==> config.mk <==
export PLATFORM = sky130hd
export DESIGN_NAME = mobs_ram
export DESIGN_NICKNAME = d
export VERILOG_FILES = /design/src/rtl/mobs_ram.sv
export SDC_FILE = /design/constraint.sdc
export NUM_CORES = 1
export LEC_CHECK = 0
export BUFFER_PORTS_ARGS = -buffer_cell sky130_fd_sc_hd__clkbuf_2
export CAP_MARGIN = 20
export CORE_UTILIZATION = 35
export CTS_BUF_LIST = sky130_fd_sc_hd__clkbuf_16
export DETAILED_ROUTE_END_ITERATION = 16
export RECOVER_POWER = 25
export SLEW_MARGIN = 15
export SYNTH_ARGS = -nofsm -noshare
export SYNTH_HDL_FRONTEND = slang
export SYNTH_SLANG_ARGS = --single-unit
==> constraint.sdc <==
create_clock -name clk -period 2.8 [get_ports clk]
set_input_delay 0.56 -clock clk [delete_from_list [all_inputs] [get_ports clk]]
set_output_delay 0.56 -clock clk [all_outputs]
set_load 0.01 [all_outputs]
==> src/rtl/mobs_ram.sv <==
// ----------------------------------------------------------------------------
// Generic RAM
// Single write port, single read port with registered read data.
// ----------------------------------------------------------------------------
module mobs_ram #(
  parameter int unsigned WIDTH = 24,
  parameter int unsigned DEPTH = 32
) (
  input  logic                     clk,
  input  logic                     we,
  input  logic [$clog2(DEPTH)-1:0] waddr,
  input  logic [WIDTH-1:0]         wdata,
  input  logic [$clog2(DEPTH)-1:0] raddr,
  output logic [WIDTH-1:0]         rdata
);

  logic [WIDTH-1:0] mem [DEPTH];

  always_ff @(posedge clk) begin
    if (we) begin
      mem[waddr] <= wdata;
    end
    rdata <= mem[raddr];
  end

endmodule

; ---- Word level (Yosys, flattened, before mapping)
; Memories as Yosys holds them, arrays and structs flattened. A register that Yosys moved wholly into a read port is not among the register bits.
; Cells that the tools add are included.
[op_classes]
muxes = 2
[op_table]
columns = cell, count
row1 = $mux W1, 2
[word_totals]
mem_count = 1
ramBits = 768
output_inout_bits = 24
word_cells = 3
register_bits = 0
[memory_table]
columns = name, words, word_bits, rd, rd_clocked_by_memory_dff, wr, line
row1 = mem, 32, 24, 1, 1, 1, 17  ; logic [WIDTH-1:0] mem [DEPTH];

; ---- Longest topological paths before layout
[logic_depth]
word_depth = 2
ltp_mapped = 8

; ---- Worst setup path after synthesis
; No wires, ideal clock.
[synth_path]
path_type = input-to-reg
startpoint = in waddr[1]
endpoint = mem mem[12][0] (enable)
arrival_ns = 2.242
setup_ns = 0.405
stages = 3
path_buffers = 1
path_slack_ns = 0.153
cell_sequence = or3b_2 -> clkbuf_1 -> nor2_1
[synth_rtl]
columns = item, line
row1 = "start, declared", 11  ; input logic [$clog2(DEPTH)-1:0] waddr,
row2 = "end, declared", 17
; Straight into the memory's write port.

==> impl_results.md <==
* CTS Sinks at 792
* Yosys warns at 0
* Hold Path Depth at 4
* DP Worst Slack at 0.237 ns
* IO Count at 60
* Full die area at 88300 sq um
* Routed via count at 15799
* CTS Root Cell: clkbuf_16
* Post-route setup slack at 0.879 ns
* Detailed router's first-iteration violation count at 1377
* Core Area at 85700 sq um
* Post-Syn Area at 30500 sq um
* NumNets Final at 1884
* FFs w/ async S/R, synth at 0%
* Mean Syn Cell Area at 17.8 sq um
* Slew @ Worst Pin at 1.50 ns
* Synth Area in Simple Gates at 3.29%
* Max Buffers Root-to-Sink at 3
* Dominant combinational cell family by area after synthesis: multiplexers
* Fraction of layout cells with a size suffix above 1 at 15.1%
* Initial antenna violation count at 1
* Yosys cell types at 24
* Rows at 107
* Max-Cap Viols at 1
* CP Max Fanout at 42
* Most frequent cells in the layout: edfxtp_1, mux2i_1, clkbuf_16
* Largest net degree at the start of global routing at 57
* Synth Area in Compound Gates at 4.83%
* Die H at 297 microns
* First-pass GRT wire length at 106 mm
* Max Clk Rate at 521 MHz
* Clock buffer count from CTS at 80
* Final slew viol count at 31
* Reg clk slew, reported paths at 0.06 ns
* Slew Limit Headroom at -0.0714%
* Resize count post-CTS at 0
* Hpwl dp at 42.1 mm
* Outcome: finished with violations
* Reg2reg setup slack at 1.30 ns
* Hold Vio Cnt, Final at 0
* Predominant post-synthesis flop cell: edfxtp_1
* CP Launch Type: input pin
* Setup TNS at 0 ns
* Drc violations at 0
* Grt met3 use at 2.94%
* Critical path origin: raddr[0]
* Crit end category: flop
* Gr usage total at 16.2%
* Via/cell ratio at 5.17
* Overflow after GRT at 0
* CP required at 3.25 ns
* Routed wire length per instance at 23.7 microns
* Worst EP arrival at 2.37 ns
* Tcrit/Tclk final at 68.6%
* Final min period at 1.92 ns
* Final WL at 72.3 mm
* Clock skew at 0.0184 ns
* RSZ-0062 raised after global routing: false
* H-tree Lvls at 3
* Met2 usage at 26.3%
* Remaining antenna violation count at 0
* Hold Path Class: reg -> reg
* Multi-input logic area at 6580 sq um
* Maximum VDD drop at 0.000438 V
* GP Congestion at 0.759
* Area grow syn2layout at 16.7%
* Failing checks: capacitance limit, slew limit
* Post-CTS Hold Buffers at 0
* CTS tree: done
* Endpoints failing setup at 0
* Synthesized instance count at 1711
* Reg area at 23500 sq um
* Commonest non-fill, non-tap cell in the layout: edfxtp_1
* TritonRoute pass-1 iters at 5
* Initial core utilization at 35.6%
* Worst r2r path cells at 5
* Fill cell count at 7606
* Clk_lat worst skew at 0.63 ns
* Post-CTS Setup Inserts at 0
* Adder-cell share of the synthesized area at 0%
* Seq cells post-synth at 792
* XOR/XNOR share of the synthesized area at 0%
* Seq/Total Area, Yosys at 77.2%
* Syn_nets at 1747
* EDFF count, synth at 768
* Reg2reg start: mem[7][16]
* Setup CP Type: in -> reg
* GR Util met1 at 22.1%
* Post-synthesis mux area share at 12.6%
* Vias in the first global route at 15982
* RR Endpoint: rdata[16]
* Cell area power density at 700 nW/um^2
* Die Wd at 297 microns
* Top Usage Layer GRT: met2
* Hold Path End: rdata[7]
* IO Port Bufs at 59
* Leakage at 12.3 nW
* Worst hold start: mem[26][7]
## state kept, by name, indices dropped and copies added (netlist names)
register  count
mem         768
rdata        24
## power breakdown
part           switching [mW]  internal, mW  total [mW]  leakage (nW)
Sequential             0.0647          13.2        13.3          7.12
Combinational           0.859         0.455        1.31          3.89
Clock                    4.31          6.04        10.3          1.32
## per-layer routing
layer / part of all wire [%] / wire length [microns]
met1: 44 / 31600
met2: 48 / 34700
met3: 6.2 / 4500
met4: 2.1 / 1510
met5: 0.028 / 20
## worst max path at each step
stage | end
after floorplan | mem[12][0]
after detailed placement | rdata[16]
final | rdata[16]
after global placement | rdata[16]
after global routing | rdata[10]
after CTS | rdata[6]
## critical path: stages
cell and delay, ns:
buf_8 0.24, buf_12 0.34, buf_12 0.33, mux2i_1 0.22
nand2_1 0.07, a31oi_1 0.29, nand3_1 0.24
## synthesized netlist by cell type, types with 2 or more instances
cell type | count | share of area, %
mux2i_1 | 384 | 13
or3b_2 | 3 | 0.086
nand2_1 | 74 | 0.91
buf_4 | 13 | 0.32
edfxtp_1 | 768 | 76
a31oi_1 | 24 | 0.49
a22o_1 | 48 | 1.4
a21oi_1 | 72 | 1.2
nand2b_1 | 2 | 0.041
clkbuf_1 | 29 | 0.36
buf_1 | 4 | 0.049
nand3_1 | 74 | 1.2
nor3_1 | 24 | 0.39
a22oi_1 | 72 | 1.8
dfxtp_1 | 24 | 1.6
nor2_1 | 34 | 0.42
nand3b_1 | 5 | 0.12
buf_6 | 22 | 0.81
nor2b_1 | 2 | 0.041
buf_2 | 29 | 0.48
## kinds of logic (layout without fill, tap and decap cells)
kind of cell | count (synthesis) | count (layout)
and+or+nand+nor | 221 | 221
DFF | 792 | 792
muxes | 384 | 384
buffers and inverters | 98 | 298
AOI/OAI and AO/OA | 216 | 216
other | 0 | 3
## layout make-up
| class | instances | share of cell area, % |
|---|---|---|
| well taps | 1144 | 4.02 |
| multi-input cells | 821 | 18.5 |
| clock buffers | 82 | 5.77 |
| diodes | 3 | 0.0211 |
| clock inverters | 63 | 1.41 |
| flip-flops and latches | 792 | 66.2 |
| repair buffers | 153 | 4.12 |
## stage by stage
stage               total power, mW  cells  hold WS [ns]  util, %  instance area [sq um]
floorplan                      14.2   1711         0.553        -                  30500
global placement               14.8   2910         0.577     38.6                  33000
detailed placement             14.8   2910         0.602     38.6                  33000
CTS                            25.1   3055         0.568     41.5                  35600
global route                   25.7   3055         0.646     41.5                  35600
finish                         24.9   3058         0.610     41.5                  35600
(Power assumes the default switching activity.)
